[src/rtl/core/qta_pkg.sv]
`timescale 1ns / 1ps
`default_nettype none
// ----------------------------------------------------------------------------
// Quota accounter package
// Widths, request and status codes, and record types shared by the quota
// accounter modules.
// ----------------------------------------------------------------------------
package qta_pkg;

  localparam int MOUNT_SLOTS = 16;
  localparam int TYPE_W      = 3;
  localparam int ID_W        = 4;
  localparam int BYTES_W     = 48;
  localparam int INODE_W     = 32;
  localparam int STATUS_W    = 2;
  localparam int ID_RANGE    = 1 << ID_W;
  localparam int SLOT_W      = (MOUNT_SLOTS > 1) ? $clog2(MOUNT_SLOTS) : 1;

  typedef enum logic [TYPE_W-1:0] {
    REQ_RSV_BYTES  = 3'd0,
    REQ_REL_BYTES  = 3'd1,
    REQ_RSV_INODE  = 3'd2,
    REQ_REL_INODE  = 3'd3,
    REQ_SET_LIMITS = 3'd4
  } req_type_t;

  typedef enum logic [STATUS_W-1:0] {
    ST_OK        = 2'd0,
    ST_NOSPACE   = 2'd1,
    ST_UNDERFLOW = 2'd2
  } status_t;

  typedef logic [SLOT_W-1:0] slot_t;

  // One request as held in the input stage
  typedef struct packed {
    logic [TYPE_W-1:0]  req_type;
    logic [ID_W-1:0]    mount_id;
    logic [BYTES_W-1:0] amount;
    logic [INODE_W-1:0] inode_limit;
  } req_t;

  // Per-slot accounting record
  typedef struct packed {
    logic [BYTES_W-1:0] used;
    logic [INODE_W-1:0] inodes;
    logic [BYTES_W-1:0] byte_cap;
    logic [INODE_W-1:0] inode_lim;
  } slot_rec_t;

  // Write of one slot record and the global counter
  typedef struct packed {
    logic               en;
    slot_t              slot;
    slot_rec_t          rec;
    logic [BYTES_W-1:0] total_used;
  } upd_t;

  // One result item
  typedef struct packed {
    logic [STATUS_W-1:0] status;
    logic [BYTES_W-1:0]  global_used_now;
    logic [BYTES_W-1:0]  mount_used_now;
    logic [INODE_W-1:0]  inode_count_now;
  } rsp_t;

  // Mount id to slot, folded when there are fewer slots than ids
  typedef slot_t slot_map_t [ID_RANGE];

  function automatic slot_map_t build_slot_map();
    slot_map_t m;
    for (int i = 0; i < ID_RANGE; i++) begin
      m[i] = slot_t'(i % MOUNT_SLOTS);
    end
    return m;
  endfunction

  localparam slot_map_t SLOT_MAP = build_slot_map();

endpackage
`default_nettype wire

[src/rtl/core/qta_slot_store.sv]
`timescale 1ns / 1ps
`default_nettype none
// ----------------------------------------------------------------------------
// Quota slot store
// Per-mount counters and caps plus the global byte counter, read at one
// slot and written back once per processed request.
// ----------------------------------------------------------------------------
module qta_slot_store
  import qta_pkg::*;
(
  input  wire logic               clk,
  input  wire logic               rst,
  input  wire slot_t              rd_slot,
  output      slot_rec_t          rd_rec,
  output      logic [BYTES_W-1:0] rd_global,
  input  wire upd_t               upd
);

  slot_rec_t          slots [MOUNT_SLOTS];
  logic [BYTES_W-1:0] total_used;

  // Read the addressed slot
  assign rd_rec    = slots[rd_slot];
  assign rd_global = total_used;

  // Clear on reset, write back the updated record
  always_ff @(posedge clk) begin
    if (rst) begin
      total_used <= '0;
      for (int i = 0; i < MOUNT_SLOTS; i++) begin
        slots[i] <= '0;
      end
    end else if (upd.en) begin
      total_used       <= upd.total_used;
      slots[upd.slot]  <= upd.rec;
    end
  end

endmodule
`default_nettype wire

[config.mk]
export PLATFORM = sky130hd
export DESIGN_NAME = qta_slot_store
export DESIGN_NICKNAME = d
export VERILOG_FILES = /design/src/rtl/core/qta_pkg.sv /design/src/rtl/core/qta_slot_store.sv
export SDC_FILE = /design/constraint.sdc
export NUM_CORES = 2
export LEC_CHECK = 0
export BUFFER_PORTS_ARGS = -buffer_cell sky130_fd_sc_hd__buf_2
export CAP_MARGIN = 20
export CELL_PAD_IN_SITES_DETAIL_PLACEMENT = 0
export CELL_PAD_IN_SITES_GLOBAL_PLACEMENT = 1
export CORE_MARGIN = 2
export CORE_UTILIZATION = 57
export DETAILED_ROUTE_END_ITERATION = 12
export PLACE_DENSITY_LB_ADDON = 0.1
export SYNTH_ARGS = -nofsm -noshare
export SYNTH_HDL_FRONTEND = slang
export SYNTH_SLANG_ARGS = --single-unit
[constraint.sdc]
create_clock -name clk -period 6.52 [get_ports clk]
set_clock_uncertainty 0.1 [all_clocks]
set_input_delay 0.652 -clock clk [delete_from_list [all_inputs] [get_ports clk]]
set_output_delay 0.652 -clock clk [all_outputs]
set_load 0.05 [all_outputs]
Yosys cells after proc, flatten, opt, wreduce, memory -nomap -nowiden
Memory sizes are Yosys's and may differ from the RTL's.
Cells that the tools add are included.
{"block": "totals", "romBits": 0, "ram_bits": 2560, "wordCells": 11, "register_bits": 48, "output_inout_bits": 208, "latchBits": 0, "mem_count": 1}
{"name": "slots", "words": 16, "word_bits": 160, "read_ports": 1, "rd_clocked_by_memory_dff": 0, "write_ports": 16, "line": "qta_slot_store.sv:19", "rtl": "slot_rec_t slots [MOUNT_SLOTS];"}
{"block": "classes", "n_reduce_logical": 1, "n_mul": 0, "mux": 8, "n_addsub": 0, "magnitude_cmp": 0, "bitwise": 0, "n_eq_ne": 0, "shift": 0, "div_mod_pow": 0}
{"operator": "$mux W160", "count": 1}
{"operator": "$reduce_or A160 Y1", "count": 1}
{"operator": "$mux W1", "count": 6}
{"operator": "$mux W4", "count": 1}

Longest topological paths before layout
{"block": "depth", "depth_word": 5, "depth_mapped": 8, "depth_no_buf": 3}

Worst setup path before layout
OpenSTA, ideal clock, no wires.
{"block": "synth_path", "kind": "input -> register", "from": "input upd[212] (netlist bit)", "to": "memory slots[5][0] (netlist bit), enable pin", "setup_ns": 0.453, "t_required_ns": 5.967, "t_arrival_ns": 3.713, "slack_ns": 2.255, "cell_stages": 5, "cell_sequence": "buf_2 -> or4b_4 -> nor2_2 -> buf_2 -> or2_2"}
{"item": "start, declared", "line": "qta_slot_store.sv:16", "rtl": "input wire upd_t upd"}
{"item": "end, declared", "line": "qta_slot_store.sv:19"}

==> key figures <==
Run status
  – Outcome: finished clean

Worst setup path
  – Flop-to-flop setup slack: 5.76 ns
  – R2R depth: 2
  – Critical R2R Launch: rd_global[23]$_SDFFE_PP0P_
  – Reg2reg end: rd_global[23]$_SDFFE_PP0P_
  – Critical path launch point type: primary input
  – Worst EP required: 5.77 ns
  – Critical path destination: rd_rec[98]
  – Crit path capture type: output port
  – Worst setup path startpoint: rd_slot[2]
  – Crit path max fanout: 48
  – Critical path type: in2out
  – Arrival @ worst endpoint: 3.56 ns

Global route
  – Total track usage: 32.6%
  – Initial antenna violation count: 71
  – Total gr overflow: 0
  – First-pass GRT wire length: 476 mm
  – Number of global-route vias before repair: 66900
  – Largest net degree at the start of global routing: 161

Floorplan
  – Cell Rows: 164
  – Initial Util: 57.5%
  – Die height: 453 um
  – Total Die Area: 206000 um2
  – DIE WIDTH: 453 um
  – Io pins: 427
  – Area of the core: 200000 um2

STA
  – Final Hold Fails: 0
  – Least-Margin Pin Slew: 1.37 ns
  – Slew Viols, Final: 0
  – Final period util: 66.2%
  – Fmax achieved: 232 MHz
  – RSZ-0062 raised after global routing: false
  – Min cycle time layout: 4.31 ns
  – Setup tns final: 0 ns
  – Finish-stage setup viols: 0
  – Slew Limit Headroom: 8.62%
  – WHS: 0.0651 ns

Power and ir drop
  – Leak Pwr: 45.3 nW
  – VDD IR-drop max: 0.306 mV
  – Pwr/cell area: 296 nW/um2

Synthesis
  – Yosys reg bits: 2608
  – Cells after Synth: 7166
  – Post-synth EDFFs: 2560
  – Syn Area/Cell: 16.1 um2
  – Syn Nets: 7385
  – YS warnings: 0
  – Distinct cells, synth: 25
  – Synth Flop Type: edfxtp_1
  – Post-Syn Area: 115000 um2
  – Sequential share of the synthesized area: 67.6%
  – Fraction of registers with async set/reset: 0%

CTS
  – CTS resizes: 0
  – H-tree depth: 5
  – # clock sinks: 2608
  – Post CTS Setup Buffer Count: 0
  – Clock Latency Late Sink: 0.93 ns
  – Clock Pin Slew Worst Setup and Hold Paths: 0.06 ns
  – CTS tree: built
  – Max Root-Sink Buffers: 4
  – Clock Root Buffer: clkbuf_16
  – CTS buffer count: 292

Placement
  – Placed Area: 120000 um2
  – DP HPWL: 157 mm
  – Routability congestion estimate: 0.778
  – Placed Instances: 9705
  – Port bufs: 426

Cells and area
  – Final standard cell area without fillers: 129000 um2
  – Most frequent cells in the layout: and2_1 (2561), edfxtp_1 (2560), mux4_2 (602)
  – Final std cells w/o fill: 10300
  – Post-layout nets: 7610
  – Fraction of layout cells with a size suffix above 1: 21.4%
  – Most common cell after layout, fill and taps aside: and2_1
  – Area delta synth->final: 11.8%
  – Post-layout util: 64.3%

Drt
  – Number of remaining DRC errors: 0
  – Drt wl/cell: 32.2 um
  – WL final: 331 mm
  – Post-DR vias/cell: 6.29
  – Drt pass-1 iters: 5
  – Antenna viol nets, final: 0
  – Via Count: 64600
  – Initial DRC count: 8119

Min path
  – Worst hold path class: in2reg

Run
  – Max-Cap Viols: 0
synthesized netlist by cell type, types with 32 or more instances:
cell type	count	area, um2
o22ai_1	98	613
nand2_1	115	432
dfxtp_1	48	961
and2_1	2563	16000
edfxtp_1	2560	76900
mux2i_1	48	480
buf_1	32	120
nor2_1	88	330
mux2_2	76	856
clkbuf_1	481	1810
buf_2	149	746
a22oi_1	241	1810
mux4_2	602	13600
state kept, by name, indices dropped and copies added, names as in the netlist:
signal,count
slots,2560
rd_global,48
timing repair:
| action | in CTS | in global routing |
|---|---|---|
| hold buffers | 48 | 0 |
| hold endpoints to repair | 48 | 0 |
| setup endpoints to repair | 0 | 0 |
worst min-delay path by stage:
stage	from	endpoint	slack [ns]	cells after the start
6_report	upd[94]	slots[3][46]$_SDFFCE_PN0P_	0.07	2
5_1_grt	upd[58]	slots[0][10]$_SDFFCE_PN0P_	0.07	2
4_1_cts	upd[66]	slots[1][18]$_SDFFCE_PN0P_	0.008	2
3_5_place_dp	rd_global[47]$_SDFFE_PP0P_	rd_global[47]$_SDFFE_PP0P_	0.38	2
3_3_place_gp	rd_global[11]$_SDFFE_PP0P_	rd_global[11]$_SDFFE_PP0P_	0.37	2
2_1_floorplan	rd_global[27]$_SDFFE_PP0P_	rd_global[27]$_SDFFE_PP0P_	0.64	2
final cells by class:
cell class              instances  area [um2]
repair buffers                594        4210
diodes                         30        75.1
fillers                     14300       71500
clock buffers                 382        7790
flip-flops and latches       2608       77800
well taps                    2656        3320
multi-input cells            3895       34800
clock inverters               108         707
logic make-up (layout without fill, tap and decap cells):
| group | count (synthesis) | count (layout) | synth area share [%] |
|---|---|---|---|
| simple gates | 2811 | 2811 | 14.9 |
| flops | 2608 | 2608 | 67.6 |
| mux | 726 | 726 | 12.9 |
| buf+inv | 663 | 1084 | 2.33 |
| compound gates | 358 | 358 | 2.23 |
| other cells | 0 | 30 | 0 |
metrics by stage:
stage	worst slack, ns	power (mW)
3_3_place_gp	2.04	23.3
3_5_place_dp	2.13	23.4
2_1_floorplan	2.25	22.1
6_report	2.21	38.1
4_1_cts	2.14	38.3
5_1_grt	2.01	39.2
where the power goes:
| group | switching, mW | leakage [nW] | total [mW] | internal, mW |
|---|---|---|---|---|
| logic | 2.32 | 16.3 | 3.43 | 1.11 |
| registers | 0.248 | 24.8 | 19.6 | 19.4 |
| clock network | 6.39 | 4.15 | 15.1 | 8.70 |
per-layer routing:
metal	track usage [%]	part of all wire, %	vias to the layer above	wire length (um)
li1	-	-	26900	-
met1	44.5	39	33900	128000
met2	53.3	49	3228	163000
met3	5.89	8.7	560	28800
met4	11.3	3.4	28	11300
met5	0	0.052	-	172
worst max-delay path: stages:
cell	delay, ns
buf_8	0.20
buf_4	0.45
nand2b_1	0.54
buf_4	0.32
o22ai_1	0.10
o31ai_1	0.79
buf_2	0.41
(Power assumes the default switching activity.)
