===== config.mk =====
export PLATFORM = sky130hd
export DESIGN_NAME = qta_calc
export DESIGN_NICKNAME = d
export VERILOG_FILES = /design/src/rtl/core/qta_pkg.sv /design/src/rtl/core/qta_calc.sv
export SDC_FILE = /design/constraint.sdc
export NUM_CORES = 1
export LEC_CHECK = 0
export BUFFER_PORTS_ARGS = -buffer_cell sky130_fd_sc_hd__buf_2
export CORE_AREA = 2 2 263 265
export DETAILED_ROUTE_END_ITERATION = 6
export DIE_AREA = 0 0 265 267
export GPL_ROUTABILITY_DRIVEN = 0
export PLACE_DENSITY = 0.55
export SLEW_MARGIN = 20
export SYNTH_ARGS = -nofsm -noshare
export SYNTH_HDL_FRONTEND = slang
export SYNTH_SLANG_ARGS = --single-unit

===== constraint.sdc =====
create_clock -name vclk -period 9
set_input_delay 0.45 -clock vclk [all_inputs]
set_output_delay 0.45 -clock vclk [all_outputs]
set_load 0.01 [all_outputs]

===== src/rtl/core/qta_pkg.sv =====
`timescale 1ns / 1ps
`default_nettype none
// ----------------------------------------------------------------------------
// Quota accounter package
// Widths, request and status codes, and record types shared by the quota
// accounter modules.
// ----------------------------------------------------------------------------
package qta_pkg;

  localparam int MOUNT_SLOTS = 16;
  localparam int TYPE_W      = 3;
  localparam int ID_W        = 4;
  localparam int BYTES_W     = 48;
  localparam int INODE_W     = 32;
  localparam int STATUS_W    = 2;
  localparam int ID_RANGE    = 1 << ID_W;
  localparam int SLOT_W      = (MOUNT_SLOTS > 1) ? $clog2(MOUNT_SLOTS) : 1;

  typedef enum logic [TYPE_W-1:0] {
    REQ_RSV_BYTES  = 3'd0,
    REQ_REL_BYTES  = 3'd1,
    REQ_RSV_INODE  = 3'd2,
    REQ_REL_INODE  = 3'd3,
    REQ_SET_LIMITS = 3'd4
  } req_type_t;

  typedef enum logic [STATUS_W-1:0] {
    ST_OK        = 2'd0,
    ST_NOSPACE   = 2'd1,
    ST_UNDERFLOW = 2'd2
  } status_t;

  typedef logic [SLOT_W-1:0] slot_t;

  // One request as held in the input stage
  typedef struct packed {
    logic [TYPE_W-1:0]  req_type;
    logic [ID_W-1:0]    mount_id;
    logic [BYTES_W-1:0] amount;
    logic [INODE_W-1:0] inode_limit;
  } req_t;

  // Per-slot accounting record
  typedef struct packed {
    logic [BYTES_W-1:0] used;
    logic [INODE_W-1:0] inodes;
    logic [BYTES_W-1:0] byte_cap;
    logic [INODE_W-1:0] inode_lim;
  } slot_rec_t;

  // Write of one slot record and the global counter
  typedef struct packed {
    logic               en;
    slot_t              slot;
    slot_rec_t          rec;
    logic [BYTES_W-1:0] total_used;
  } upd_t;

  // One result item
  typedef struct packed {
    logic [STATUS_W-1:0] status;
    logic [BYTES_W-1:0]  global_used_now;
    logic [BYTES_W-1:0]  mount_used_now;
    logic [INODE_W-1:0]  inode_count_now;
  } rsp_t;

  // Mount id to slot, folded when there are fewer slots than ids
  typedef slot_t slot_map_t [ID_RANGE];

  function automatic slot_map_t build_slot_map();
    slot_map_t m;
    for (int i = 0; i < ID_RANGE; i++) begin
      m[i] = slot_t'(i % MOUNT_SLOTS);
    end
    return m;
  endfunction

  localparam slot_map_t SLOT_MAP = build_slot_map();

endpackage
`default_nettype wire


===== src/rtl/core/qta_calc.sv =====
`timescale 1ns / 1ps
`default_nettype none
// ----------------------------------------------------------------------------
// Quota update logic
// Checks a request against the global and mount caps and forms the new
// slot record, global counter and result.
// ----------------------------------------------------------------------------
module qta_calc
  import qta_pkg::*;
(
  input  wire req_t               req,
  input  wire slot_rec_t          cur_rec,
  input  wire logic [BYTES_W-1:0] cur_global,
  input  wire logic [BYTES_W-1:0] cap_limit,
  output      slot_rec_t          next_rec,
  output      logic [BYTES_W-1:0] next_global,
  output      rsp_t               result
);

  logic    amt_zero;
  logic    g_fit;
  logic    m_fit;
  status_t status;

  // Room checks: usage must sit at or under the cap and the amount fit the rest
  assign amt_zero = (req.amount == '0);
  assign g_fit    = (cur_global <= cap_limit) &&
                    (req.amount <= cap_limit - cur_global);
  assign m_fit    = (cur_rec.used <= cur_rec.byte_cap) &&
                    (req.amount <= cur_rec.byte_cap - cur_rec.used);

  // Apply the request
  always_comb begin
    next_rec    = cur_rec;
    next_global = cur_global;
    status      = ST_OK;
    case (req_type_t'(req.req_type))
      REQ_RSV_BYTES: begin
        if (!amt_zero) begin
          if (g_fit && m_fit) begin
            next_global  = cur_global + req.amount;
            next_rec.used = cur_rec.used + req.amount;
          end else begin
            status = ST_NOSPACE;
          end
        end
      end
      REQ_REL_BYTES: begin
        if (!amt_zero) begin
          if (req.amount > cur_rec.used) begin
            next_rec.used = '0;
            status        = ST_UNDERFLOW;
          end else begin
            next_rec.used = cur_rec.used - req.amount;
          end
          if (req.amount > cur_global) begin
            next_global = '0;
            status      = ST_UNDERFLOW;
          end else begin
            next_global = cur_global - req.amount;
          end
        end
      end
      REQ_RSV_INODE: begin
        if (cur_rec.inodes >= cur_rec.inode_lim) begin
          status = ST_NOSPACE;
        end else begin
          next_rec.inodes = cur_rec.inodes + INODE_W'(1);
        end
      end
      REQ_REL_INODE: begin
        if (cur_rec.inodes == '0) begin
          status = ST_UNDERFLOW;
        end else begin
          next_rec.inodes = cur_rec.inodes - INODE_W'(1);
        end
      end
      REQ_SET_LIMITS: begin
        next_rec.byte_cap  = req.amount;
        next_rec.inode_lim = req.inode_limit;
      end
      default: begin
        next_rec = cur_rec;
      end
    endcase
  end

  // Report the values after the update
  assign result.status          = status;
  assign result.global_used_now = next_global;
  assign result.mount_used_now  = next_rec.used;
  assign result.inode_count_now = next_rec.inodes;

endmodule
`default_nettype wire


# Word level (Yosys, flattened, before mapping)

Cells that the tools add are included.

Register bits: 0
Bits of input ports: 343
Output and inout bits: 338

Multiplexer cells: 22
Add/sub/neg operators: 8
Reduce and logical (&&, ||, !) cells: 6
Order comparisons: 7
Equality and inequality tests: 4

Operator list:

| operator              | number |
|---|---|
| $mux 48               | 8 |
| $le 48x48->1          | 4 |
| $pmux 48 s2           | 2 |
| $sub 48x48->48        | 4 |
| $add 48x48->48        | 2 |
| $gt 48x48->1          | 2 |
| $mux 80               | 1 |
| $mux 32               | 2 |
| $pmux 32 s2           | 1 |
| $logic_not 48->1      | 1 |
| $add 32x1->32 const B | 1 |
| $ge 32x32->1          | 1 |
| $logic_not 32->1      | 1 |
| $sub 32x1->32 const B | 1 |
| $mux 2                | 5 |
| $pmux 2 s4            | 1 |
| $eq 3x2->1 const B    | 2 |
| $eq 3x1->1 const B    | 1 |
| $eq 3x3->1 const B    | 1 |
| $logic_and 1x1->1     | 3 |
| $logic_not 3->1       | 1 |
| $mux 1                | 2 |

# Longest topological paths before layout

Word-level depth: 7
Mapped depth: 31
Gate-level depth less buffers: 27

# Worst setup path before layout

OpenSTA, ideal clock, no wires.

Path kind: input to output
Start point: input cur_rec[113] (netlist name)
End point: output result[78] (netlist name)
Slack: 2.611 ns
Required time: 8.550 ns
Arrival time: 5.939 ns
Stages: 25
Cells stage by stage: inv_1 > ha_1 > nor2b_1 > o21ai_0 > a2111oi_0 > o41ai_1 > a21oi_1 > and4_1 > o221a_2 > o21a_1 > o21ai_0 > nand2b_1 > xnor2_1 > ha_1 > a211oi_1 > o21ai_0 > a2111oi_0 > o31ai_1 > a21o_1 > a221o_1 > nor3_1 > nand2_1 > clkbuf_1 > o311ai_0 > buf_4

RTL lines:

| element         | RTL line       | RTL |
|---|---|---|
| start, declared | qta_calc.sv:12 | `input wire slot_rec_t cur_rec,` |
| end, declared   | qta_calc.sv:17 | `output rsp_t result` |

# Final worst setup path

Start point: input cur_rec[113] (netlist name)
End point: output next_global[14]

Cells in the longest elaborated chain, start to end: 7
Elaborated cells between the ends (all ways): 8
Classes of those cells: add/sub: 1; order compare: 2; mux: 3; reduce/logical: 2

Ends and longest elaborated chain:

| element               | RTL line       | RTL |
|---|---|---|
| $sub 48x48->48        | qta_calc.sv:30 | `(req.amount <= cur_rec.byte_cap - cur_rec.used);` |
| $le 48x48->1          | qta_calc.sv:30 |  |
| $logic_and 1x1->1 (*) | qta_calc.sv:29 | `assign m_fit = (cur_rec.used <= cur_rec.byte_cap) &&` |
| $logic_and 1x1->1 (*) | qta_calc.sv:40 | `if (g_fit && m_fit) begin` |
| $mux 48 (*)           | qta_calc.sv:40 |  |
| $mux 48 (*)           | qta_calc.sv:39 | `if (!amt_zero) begin` |
| $pmux 48 s2 (*)       | qta_calc.sv:37 | `case (req_type_t'(req.req_type))` |
| end, declared         | qta_calc.sv:16 | `output logic [BYTES_W-1:0] next_global,` |

Mark *: on every way between the ends. The rest lies on a longest branch, timed or not.

==> metrics.txt <==
Die ar. approximately 71000 µm²; Syn Nets 4281; WP data arrival 7890 ps; critical path class in -> out; initial DRC count between 2000 and 2500; die width approximately 270 µm; Peak Freq 120 MHz; first-pass GRT wire length roughly 160000 µm; Finished Core Util 39.6%; Final Hold Viols 0; cts repair resizes 0; Hold WC Path Type in -> out; Power Density about 76 nW/µm²; register area share after synthesis 0%; Max VDD drop between 0.00002 and 0.00003 V; drt first pass iters 5; Worst Setup Start Kind input pin; DR vias 28800; sequential cell area 0 µm²; IO Port Bufs between 600 and 700; Setup crit start cur_rec[113]; die height 267 µm; outcome complete, no violations; initial antenna violation count 13; # hold bufs at CTS 0; worst slew pin tran around 1100 ps; Critical Path Stages 27; Initial Util a little over a third; CP required about 8600 ps; Yosys warning count 0; Row Count 96; WL/cell 23.5 µm; Total GRT Usage between 20 and 30%; global route total overflow 0; Core Box Area between 60000 and 70000 µm²; fin worst setup slack about 660 ps; Final Critical Period about 8300 ps; Mapped Cells ~3500; Syn Area/Cell roughly 6.7 µm²; Post-Route WL approximately 110000 µm; hpwl dp between 90000 and 100000 µm; Netlist Area Pre-Place 23700 µm²; slew margin rel. 25.7%; Post-CTS Setup Inserts 0; Max Slew Vio Count 0; Setup WS pre-CTS between 700 and 800 ps; Total Power 2.04 mW; cell family with most CP delay compound AO/OA/AOI/OAI gates; vias per cell slightly below 6; CP bufs+invs 5; Layout Cells excl Fill 4829; # nets final approximately 4700; crit-path max cell delay roughly 800 ps; Max-Cap Viols 0; crit share post-route roughly 93%; layout cell share with drive strength beyond 1 20.5%; Max FO, Critical Path 28; DRC violations left 0; Cell variety after synth 84; CLK BUF 0; IO Count 681; number of global-route vias before repair between 20000 and 30000; Critical Path Sink Type primary output; RSZ-0062 raised after global routing false; Setup Viol. Count Final 0; Leakage Power between 10 and 15 nW; Final ANT Viol Nets 0; pin count of the biggest net entering global routing 74; Setup TNS Final 0 ps; Setup crit end next_global[14]; num sequential 0; P&R area growth vs syn 13.6%; slowest CP cell a2111oi_0; dpl cells 4821
-- placed cells by master (no fill, tap or decap), types with 16 or more instances in the layout --
cell	instances
a221o_1	54
nand3_1	74
inv_1	316
buf_4	28
a221oi_1	23
xor2_1	49
nand4_1	74
mux2_2	49
o21a_1	24
nor3_1	65
nand2b_1	41
o21ai_0	228
a22o_1	39
o221ai_1	48
xnor2_1	128
or3_1	16
ha_1	416
a22oi_1	39
nand2_1	264
a21o_1	133
nor4_1	44
o211ai_1	23
and2_1	18
a31oi_1	23
o31ai_1	32
and3_1	22
a211oi_1	24
nor2_1	235
nor2b_1	45
o21bai_1	74
a21oi_1	362
buf_2	677
-- report_power, final --
| part | total [mW] | internal [mW] | switching, mW |
|---|---|---|---|
| Sequential | 0 | 0 | 0 |
| Clock | 0.000000120 | 0.000000119 | 0 |
| Combinational | 2.04 | 0.781 | 1.26 |
| Total | 2.04 | 0.781 | 1.26 |
-- through the flow --
stage | hold WS (ps) | instance area (µm²)
finish | 1180 | 26900
CTS | 1190 | 26900
global route | 1200 | 26900
global placement | 1180 | 26900
detailed placement | 1180 | 26900
floorplan | 991 | 23700
-- logic make-up after synthesis --
kind of cell / count (synthesis) / synth area share [%]
AOI/OAI and AO/OA: 1303 / 37.1
xor gates and xnor gates: 177 / 6.55
adders and majority gates: 422 / 22.5
buffers and inverters: 606 / 11.8
muxes: 54 / 2.54
and+or+nand+nor: 954 / 19.5
-- Yosys cell counts (48+ instances only) --
master / number / area share (%)
buf_4: 129 / 4.1
o21bai_1: 75 / 2.4
ha_1: 416 / 22
o221ai_1: 48 / 1.8
nand3_1: 74 / 1.6
xor2_1: 49 / 1.8
mux2_2: 49 / 2.3
clkbuf_1: 124 / 2.0
a221o_1: 54 / 2.3
nand2_1: 265 / 4.2
o21ai_0: 228 / 4.8
a21o_1: 133 / 4.2
nor3_1: 66 / 1.4
nand4_1: 74 / 2.0
inv_1: 316 / 5.0
xnor2_1: 128 / 4.7
nor2_1: 235 / 3.7
a21oi_1: 362 / 7.7
-- layout make-up --
class / count / area, µm²
fillers: 7332 / 41100
repair buffers: 708 / 3660
inverters: 321 / 1200
multi-input cells: 2910 / 20900
well taps: 882 / 1100
diodes: 8 / 20.0
-- how the worst min path moves through the flow --
stage / startpoint / to / slack, ps / cells past startpoint
floorplan: cur_rec[100] / next_rec[100] / 990 / 1
global placement: req[23] / next_rec[23] / 1180 / 4
detailed placement: req[12] / next_rec[12] / 1180 / 4
CTS: req[12] / next_rec[12] / 1190 / 4
global route: req[10] / next_rec[10] / 1200 / 4
finish: req[10] / next_rec[10] / 1180 / 4
-- layer usage --
metal / GRT usage (%) / routed length (µm) / part of all wire, %
met1: 39.2 / 47500 / 42
met2: 49.8 / 51600 / 46
met3: 2.80 / 9230 / 8.1
met4: 11.3 / 4980 / 4.4
met5: 0 / 36 / 0.032
(Power assumes the default switching activity.)
